File: config.mk
export PLATFORM = sky130hd
export DESIGN_NAME = echo_then_biquad_audio_effect
export DESIGN_NICKNAME = d
export VERILOG_FILES = /design/src/sv/etb_pkg.sv /design/src/sv/echo_then_biquad_audio_effect.sv /design/src/sv/etb_div.sv
export SDC_FILE = /design/constraint.sdc
export NUM_CORES = 2
export LEC_CHECK = 0
export ABC_AREA = 0
export BUFFER_PORTS_ARGS = -buffer_cell sky130_fd_sc_hd__buf_2
export CAP_MARGIN = 10
export CORE_ASPECT_RATIO = 1.1
export CORE_UTILIZATION = 41
export DETAILED_ROUTE_END_ITERATION = 10
export PLACE_DENSITY_LB_ADDON = 0.3
export SKIP_CTS_REPAIR_TIMING = 1
export SLEW_MARGIN = 20
export SYNTH_ARGS = -nofsm -noshare
export SYNTH_HDL_FRONTEND = slang
export SYNTH_SLANG_ARGS = --single-unit
export TNS_END_PERCENT = 100
File: constraint.sdc
create_clock -name clock -period 19.75 [get_ports clock]
set_clock_uncertainty 0.05 [all_clocks]
set_input_delay 0 -clock clock [delete_from_list [all_inputs] [get_ports clock]]
set_output_delay 0 -clock clock [all_outputs]
set_load 0.03 [all_outputs]
File: src/sv/etb_pkg.sv
// Shared types and constants for the echo-then-biquad audio effect.
`default_nettype none
package etb_pkg;
   localparam int SampleW = 24;
   localparam int CoefW = 16;
   localparam int AccW = 64;
   localparam int FeedGain = 1;
   // divider width: filter sum stays below 2^(41 + log2 FeedGain)
   localparam int QuotW = 42 + $clog2(FeedGain);
   // echo divide by 800: drop 5 bits, then multiply by ceil(2^34 / 25) and drop 34 bits
   localparam int EchoShift = 5;
   localparam int EchoRecShift = 34;
   localparam logic signed [31:0] EchoRecip = 32'sd687194768;
   localparam logic signed [SampleW-1:0] SatMax = 24'sh7FFFFF;
   localparam logic signed [SampleW-1:0] SatMin = 24'sh800000;

   localparam logic [2:0] RegEnable = 3'd0;
   localparam logic [2:0] RegLevel = 3'd1;
   localparam logic [2:0] RegA0 = 3'd2;
   localparam logic [2:0] RegA1 = 3'd3;
   localparam logic [2:0] RegA2 = 3'd4;
   localparam logic [2:0] RegB0 = 3'd5;
   localparam logic [2:0] RegB1 = 3'd6;
   localparam logic [2:0] RegB2 = 3'd7;

   typedef enum logic [3:0] {
      ST_IDLE, ST_ECHO_MUL, ST_ECHO_REC, ST_ECHO_SAT,
      ST_F0, ST_F1, ST_F2, ST_F3, ST_F4, ST_F_ACC, ST_F_START, ST_F_DIV, ST_F_SAT, ST_OUT
   } state_type;

   typedef struct packed {
      logic start;
      logic signed [AccW-1:0] dividend;
      logic signed [AccW-1:0] divisor;
   } div_req_type;

   function automatic logic signed [SampleW-1:0] sat24(input logic signed [AccW-1:0] v);
      logic signed [AccW-1:0] hi, lo;
      hi = AccW'(SatMax);
      lo = AccW'(SatMin);
      if (v > hi) return SatMax;
      if (v < lo) return SatMin;
      return v[SampleW-1:0];
   endfunction
endpackage
`default_nettype wire

File: src/sv/echo_then_biquad_audio_effect.sv
// Top level: registers, sample history and the multiply-accumulate sequencer.
//
// One sample in, one sample out. All products go through one shared 32x32
// multiplier, one per cycle. The echo stage forms level times taps, then a
// reciprocal multiply for the divide by 800, then saturation. The filter stage
// forms five products, accumulates and loads the divider, runs a serial
// divider for the divide by 4*norm_coef, and saturates. The block takes no new
// sample until the result has been transferred out.
`default_nettype none
module echo_then_biquad_audio_effect (
   input  wire logic clock,
   input  wire logic reset,
   input  wire logic req_valid,
   output logic req_ready,
   input  wire logic signed [23:0] req_sample_in,
   output logic rsp_valid,
   input  wire logic rsp_ready,
   output logic signed [23:0] rsp_sample_out,
   input  wire logic csr_valid,
   output logic csr_ready,
   input  wire logic [2:0] csr_index,
   input  wire logic [15:0] csr_data
);
   import etb_pkg::*;

   logic [1:0] en_ff;
   logic [6:0] lvl_ff;
   logic signed [CoefW-1:0] a0_ff, a1_ff, a2_ff, b1_ff, b2_ff;
   logic [14:0] b0_ff;
   logic signed [SampleW-1:0] eh0_ff, eh1_ff, eh2_ff, fi0_ff, fi1_ff, fo0_ff, fo1_ff;
   logic signed [SampleW-1:0] x_ff, x_in, y_ff, y_in;
   logic signed [AccW-1:0] acc_ff, acc_in, prod_ff, mul_p;
   logic signed [31:0] mul_a, mul_b, taps;
   logic echo_neg_ff, echo_neg_in;
   logic [AccW-1:0] echo_mag, echo_quo;
   logic signed [AccW-1:0] echo_add;
   logic [AccW-1:0] div_den;
   state_type state_ff, state_in;
   div_req_type dreq;
   logic dbusy;
   logic signed [AccW-1:0] dquot;

   assign csr_ready = 1'b1;
   assign req_ready = (state_ff == ST_IDLE);
   assign rsp_valid = (state_ff == ST_OUT);
   assign rsp_sample_out = y_ff;

   // write configuration registers
   always_ff @(posedge clock) begin
      if (reset) begin
         en_ff <= '0; lvl_ff <= '0; a0_ff <= 16'sd1; a1_ff <= '0; a2_ff <= '0;
         b0_ff <= 15'd1; b1_ff <= '0; b2_ff <= '0;
      end else if (csr_valid) begin
         case (csr_index)
            RegEnable: en_ff <= csr_data[1:0];
            RegLevel: lvl_ff <= csr_data[6:0];
            RegA0: a0_ff <= csr_data;
            RegA1: a1_ff <= csr_data;
            RegA2: a2_ff <= csr_data;
            RegB0: b0_ff <= csr_data[14:0];
            RegB1: b1_ff <= csr_data;
            RegB2: b2_ff <= csr_data;
            default: ;
         endcase
      end
   end

   // next state
   always_comb begin
      state_in = state_ff;
      case (state_ff)
         ST_IDLE: if (req_valid) state_in = en_ff[0] ? ST_ECHO_MUL :
                                          (en_ff[1] ? ST_F0 : ST_OUT);
         ST_ECHO_MUL: state_in = ST_ECHO_REC;
         ST_ECHO_REC: state_in = ST_ECHO_SAT;
         ST_ECHO_SAT: state_in = en_ff[1] ? ST_F0 : ST_OUT;
         ST_F0: state_in = ST_F1;
         ST_F1: state_in = ST_F2;
         ST_F2: state_in = ST_F3;
         ST_F3: state_in = ST_F4;
         ST_F4: state_in = ST_F_ACC;
         ST_F_ACC: state_in = ST_F_START;
         ST_F_START: state_in = ST_F_DIV;
         ST_F_DIV: if (!dbusy) state_in = ST_F_SAT;
         ST_F_SAT: state_in = ST_OUT;
         ST_OUT: if (rsp_ready) state_in = ST_IDLE;
         default: state_in = ST_IDLE;
      endcase
   end

   assign taps = (32'(eh0_ff) <<< 2) + (32'(eh1_ff) <<< 1) + 32'(eh2_ff);
   assign div_den = (b0_ff == '0) ? AccW'(4) : AccW'({b0_ff, 2'b00});

   // magnitude of level times taps, and the quotient by 800 after the reciprocal multiply
   assign echo_mag = prod_ff[AccW-1] ? AccW'(-prod_ff) : AccW'(prod_ff);
   assign echo_quo = AccW'(prod_ff[AccW-1:EchoRecShift]);
   assign echo_add = echo_neg_ff ? -signed'(echo_quo) : signed'(echo_quo);

   // shared multiplier operand select
   always_comb begin
      mul_a = '0;
      mul_b = '0;
      case (state_ff)
         ST_ECHO_MUL: begin mul_a = 32'(lvl_ff); mul_b = taps; end
         ST_ECHO_REC: begin
            mul_a = 32'(echo_mag[EchoRecShift-1:EchoShift]);
            mul_b = EchoRecip;
         end
         ST_F0: begin mul_a = 32'(a0_ff) * FeedGain; mul_b = 32'(x_ff); end
         ST_F1: begin mul_a = 32'(a1_ff) * FeedGain; mul_b = 32'(fi0_ff); end
         ST_F2: begin mul_a = 32'(a2_ff) * FeedGain; mul_b = 32'(fi1_ff); end
         ST_F3: begin mul_a = 32'(b1_ff); mul_b = 32'(fo0_ff); end
         ST_F4: begin mul_a = 32'(b2_ff); mul_b = 32'(fo1_ff); end
         default: ;
      endcase
   end

   // signed 32x32 product on sign-extended operands
   assign mul_p = AccW'(mul_a) * AccW'(mul_b);

   // datapath and divider control
   always_comb begin
      x_in = x_ff;
      y_in = y_ff;
      acc_in = acc_ff;
      echo_neg_in = echo_neg_ff;
      dreq.start = 1'b0;
      dreq.dividend = acc_ff;
      dreq.divisor = signed'(div_den);
      case (state_ff)
         ST_IDLE: begin x_in = req_sample_in; y_in = req_sample_in; end
         ST_ECHO_REC: echo_neg_in = prod_ff[AccW-1];
         ST_ECHO_SAT: begin
            x_in = sat24(AccW'(x_ff) + echo_add);
            y_in = x_in;
         end
         ST_F1: acc_in = prod_ff;
         ST_F2, ST_F3: acc_in = acc_ff + prod_ff;
         ST_F4, ST_F_ACC: acc_in = acc_ff - prod_ff;
         ST_F_START: dreq.start = 1'b1;
         ST_F_SAT: y_in = sat24(dquot);
         default: ;
      endcase
   end

   // advance datapath registers and state
   always_ff @(posedge clock) begin
      prod_ff <= mul_p;
      x_ff <= x_in;
      y_ff <= y_in;
      acc_ff <= acc_in;
      echo_neg_ff <= echo_neg_in;
      if (reset) state_ff <= ST_IDLE;
      else state_ff <= state_in;
   end

   etb_div u_div (
      .clock(clock), .reset(reset), .req(dreq), .busy(dbusy), .quot(dquot)
   );

   // shift histories when each stage finishes
   always_ff @(posedge clock) begin
      if (reset) begin
         eh0_ff <= '0; eh1_ff <= '0; eh2_ff <= '0;
         fi0_ff <= '0; fi1_ff <= '0; fo0_ff <= '0; fo1_ff <= '0;
      end else begin
         if (state_ff == ST_ECHO_SAT) begin
            eh2_ff <= eh1_ff; eh1_ff <= eh0_ff; eh0_ff <= x_ff;
         end
         if (state_ff == ST_F_SAT) begin
            fi1_ff <= fi0_ff; fi0_ff <= x_ff;
            fo1_ff <= fo0_ff; fo0_ff <= y_in;
         end
      end
   end
endmodule
`default_nettype wire

File: src/sv/etb_div.sv
// Restoring divider, one quotient bit per cycle, truncating toward zero.
`default_nettype none
module etb_div (
   input  wire logic clock,
   input  wire logic reset,
   input  wire etb_pkg::div_req_type req,
   output logic busy,
   output logic signed [etb_pkg::AccW-1:0] quot
);
   import etb_pkg::*;
   localparam int CntW = $clog2(QuotW + 1);

   logic [QuotW-1:0] q_ff, q_in;
   logic [QuotW:0] rem_ff, rem_in;
   logic [QuotW-1:0] den_ff, den_in;
   logic neg_ff, neg_in;
   logic [CntW-1:0] cnt_ff, cnt_in;
   logic busy_ff, busy_in;
   logic [AccW-1:0] num_mag, den_mag;
   logic [QuotW:0] trial;

   always_comb begin
      num_mag = req.dividend[AccW-1] ? AccW'(-req.dividend) : req.dividend;
      den_mag = req.divisor[AccW-1] ? AccW'(-req.divisor) : req.divisor;
      trial = {rem_ff[QuotW-1:0], q_ff[QuotW-1]};
      q_in = q_ff;
      rem_in = rem_ff;
      den_in = den_ff;
      neg_in = neg_ff;
      cnt_in = cnt_ff;
      busy_in = busy_ff;
      // load operands
      if (req.start) begin
         q_in = num_mag[QuotW-1:0];
         rem_in = '0;
         den_in = den_mag[QuotW-1:0];
         neg_in = req.dividend[AccW-1] ^ req.divisor[AccW-1];
         cnt_in = CntW'(QuotW);
         busy_in = 1'b1;
      end else if (busy_ff) begin
         // shift in one bit and try subtract
         if (trial >= {1'b0, den_ff}) begin
            rem_in = trial - {1'b0, den_ff};
            q_in = {q_ff[QuotW-2:0], 1'b1};
         end else begin
            rem_in = trial;
            q_in = {q_ff[QuotW-2:0], 1'b0};
         end
         cnt_in = cnt_ff - 1'b1;
         if (cnt_ff == CntW'(1)) busy_in = 1'b0;
      end
   end

   always_ff @(posedge clock) begin
      q_ff <= q_in;
      rem_ff <= rem_in;
      den_ff <= den_in;
      neg_ff <= neg_in;
      if (reset) begin
         cnt_ff <= '0;
         busy_ff <= 1'b0;
      end else begin
         cnt_ff <= cnt_in;
         busy_ff <= busy_in;
      end
   end

   assign busy = busy_ff;
   assign quot = neg_ff ? -AccW'(q_ff) : AccW'(q_ff);
endmodule
`default_nettype wire

==> metrics.csv <==
metric;value;unit
arrival;15.19;ns
tightestPinTransition;1.151;ns
slowest_stage;a2111oi_0;
grt_overflow_total;0;
yosys_register_bits;560;
diodes;0;
globalRouteTotalUtil;25.47;%
core.rowCount;159;
timing.final.crit_share;74.52;%
r2r_slack;5.03;ns
required;20.22;ns
synthesis.area;0.07057;mm^2
clock.fmax;67.94;MHz
yosysMostFrequentCell;nand2_1;
post_drt_wl_per_cell;20.89;um
finalSetupViolations;0;
fp.coreArea;0.1709;mm^2
syn_area_per_cell;8.323;um^2
setup_tns;0;ns
tritoncts;built;
start_util;41.29;%
grt_pass1_vias;59520;
first_pass_iters;7;
num_io_pins;75;
synth_commonest_cells;1495 x nand2_1, 1325 x inv_1, 1064 x fa_1;
hp-start;req_valid;
hp-class;primary input to register;
max_cap_viol_count;0;
setup.worst_path.start;eh0_ff[1]$_SDFFE_PP0P_;
synth_area_leaders;fa_1 30%, dfxtp_1 12%, nand2_1 8.0%;
maxSlewViolCount;0;
numPortBuffers;73;
crit_type;register to register;
synth_edf_count;147;
area_delta_synth_final;7.105;%
instances_no_fill;10590;
vias;58400;
cts_sinks;560;
gp_congestion;0.9279;
yosys.area.top_type;fa_1;
place_hpwl;170.5;mm
fin_nets;9755;
async_flop_share;0;%
critPathCaptureType;register;
crit_top_cell;fa_1;
synth.distinct_cells;88;
rsz0062_at_grt;false;
htreeDepth;2;
dieArea;0.1738;mm^2
yosysWarnings;0;
worstReg2RegStart;eh0_ff[1]$_SDFFE_PP0P_;
synth.net_count;9944;
grt_max_degree;112;
critPathLaunchType;register;
final_core_util;44.23;%
ys.flop_type;dfxtp_1;
drt_iter0_markers;4772;
hold_slack;0.05381;ns
ant_nets;0;
via_per_inst;5.513;
crit_fanout;45;
slew_headroom;23.01;%
finalHoldViolCount;0;
cts-root-buf;clkbuf_16;
drc;0;
p_per_area;141.9;mW/mm^2
grt_pass1_wl;346.8;mm
seq_area_frac_synth;17.97;%
nFillCells;16660;
outcome;complete, no violations;
path_clk_slew;0.07;ns
max_stage_delay;0.90;ns
syn-instance-count;8479;
irDropWorstVdd;0.0001372;V
placedCellCount;10440;
antenna_found_initial;5;
drive_gt1_share;4.557;%
p_leak;35.14;nW
wl;221.3;mm
die_w;397.6;um
clock_latency;0.68;ns
numCtsBuffers;56;
die_y;437.1;um
synth_top_area_share;30.18;%
total_power;10.72;mW
clockBufferDepth;3;
fin_crit;14.72;ns
==> through the flow <==
stage | setup WS, ns | instance area (um^2)
floorplan | 8.042 | 70570
global placement | 5.136 | 73110
detailed placement | 5.115 | 73120
CTS | 5.038 | 75080
global route | 4.155 | 75580
finish | 5.031 | 75580
==> cells in the final DEF (no fill, tap or decap), types with 37 or more instances in the layout <==
cell type | Yosys | final
nand2_1 | 1495 | 1490
inv_1 | 1325 | 1324
fa_1 | 1064 | 1064
nor2_1 | 591 | 582
a21oi_1 | 559 | 553
dfxtp_1 | 413 | 412
ha_1 | 353 | 353
o21ai_0 | 290 | 276
xor2_1 | 212 | 212
xnor2_1 | 197 | 197
edfxtp_1 | 147 | 147
a21o_1 | 138 | 138
nand3_1 | 136 | 135
buf_4 | 2 | 106
nor3_1 | 79 | 74
buf_2 | 3 | 72
a22oi_1 | 67 | 67
nand2b_1 | 61 | 61
clkbuf_16 | 0 | 61
a211oi_1 | 48 | 48
dlygate4sd3_1 | 0 | 48
nand4_1 | 45 | 45
o31ai_1 | 45 | 45
or3_1 | 46 | 45
o21a_1 | 44 | 44
and2_1 | 44 | 44
a31oi_1 | 43 | 43
nor2b_1 | 37 | 37
o211ai_1 | 37 | 37
==> state kept, by name (all words and copies together) (netlist names), 42 cells and up <==
name and flops:
u_div.rem_ff 42, acc_ff 64, prod_ff 64, u_div.q_ff 42
==> final timing paths <==
path,to,cells after the start
max,prod_ff[63]$_DFF_P_,43
min,state_ff[3]$_SDFFE_PP0P_,7
max reg2reg,prod_ff[63]$_DFF_P_,43
min reg2reg,fi1_ff[11]$_SDFFE_PP0P_,2
==> cells by family after synthesis <==
group | after synthesis | share of synthesized area [%]
AOI/OAI and AO/OA | 1550 | 13.82
xor gates and xnor gates | 409 | 5.076
adders and majority gates | 1417 | 36.44
buffers and inverters | 1802 | 9.601
DFF | 560 | 17.97
muxes | 35 | 0.5195
other | 1 | 0.005314
and+or+nand+nor | 2705 | 16.57
==> per-layer routing <==
metal  track usage, %  up-vias  part of all wire [%]
li1                 -    26820                     -
met1            33.91    29420                    42
met2            43.07     1826                    48
met3            2.813      334                   6.1
met4            8.133        2                   3.5
met5                0        -                0.0059
==> worst max-delay path, delay by kind of cell, from the launching register on <==
family                     cells  cell delay (ns)
AOI/OAI and AO/OA             18             5.55
adders and majority gates     11             5.34
and+or+nand+nor                7             1.65
buffers and inverters          6             1.53
DFF                            1             0.34
xor gates and xnor gates       1             0.08
==> power by group <==
part           leakage, nW  total (mW)  switching [mW]  internal [mW]
clock                0.972        1.16           0.513          0.646
combinational         29.4        7.68            4.97           2.72
sequential            4.73        1.88           0.365           1.52
total                 35.1        10.7            5.84           4.88
==> cell type report <==
class / instances / area (um^2) / share of cell area [%]
inverter: 1327 / 4981 / 6.590
multi-input combinational: 6117 / 51470 / 68.10
sequential: 560 / 12680 / 16.78
clock buffer: 80 / 1668 / 2.207
timing repair buffer: 228 / 1662 / 2.198
tap: 2254 / 2820 / 3.731
clock inverter: 26 / 295.3 / 0.3907
No activity file was read; power rests on OpenSTA's default activity.
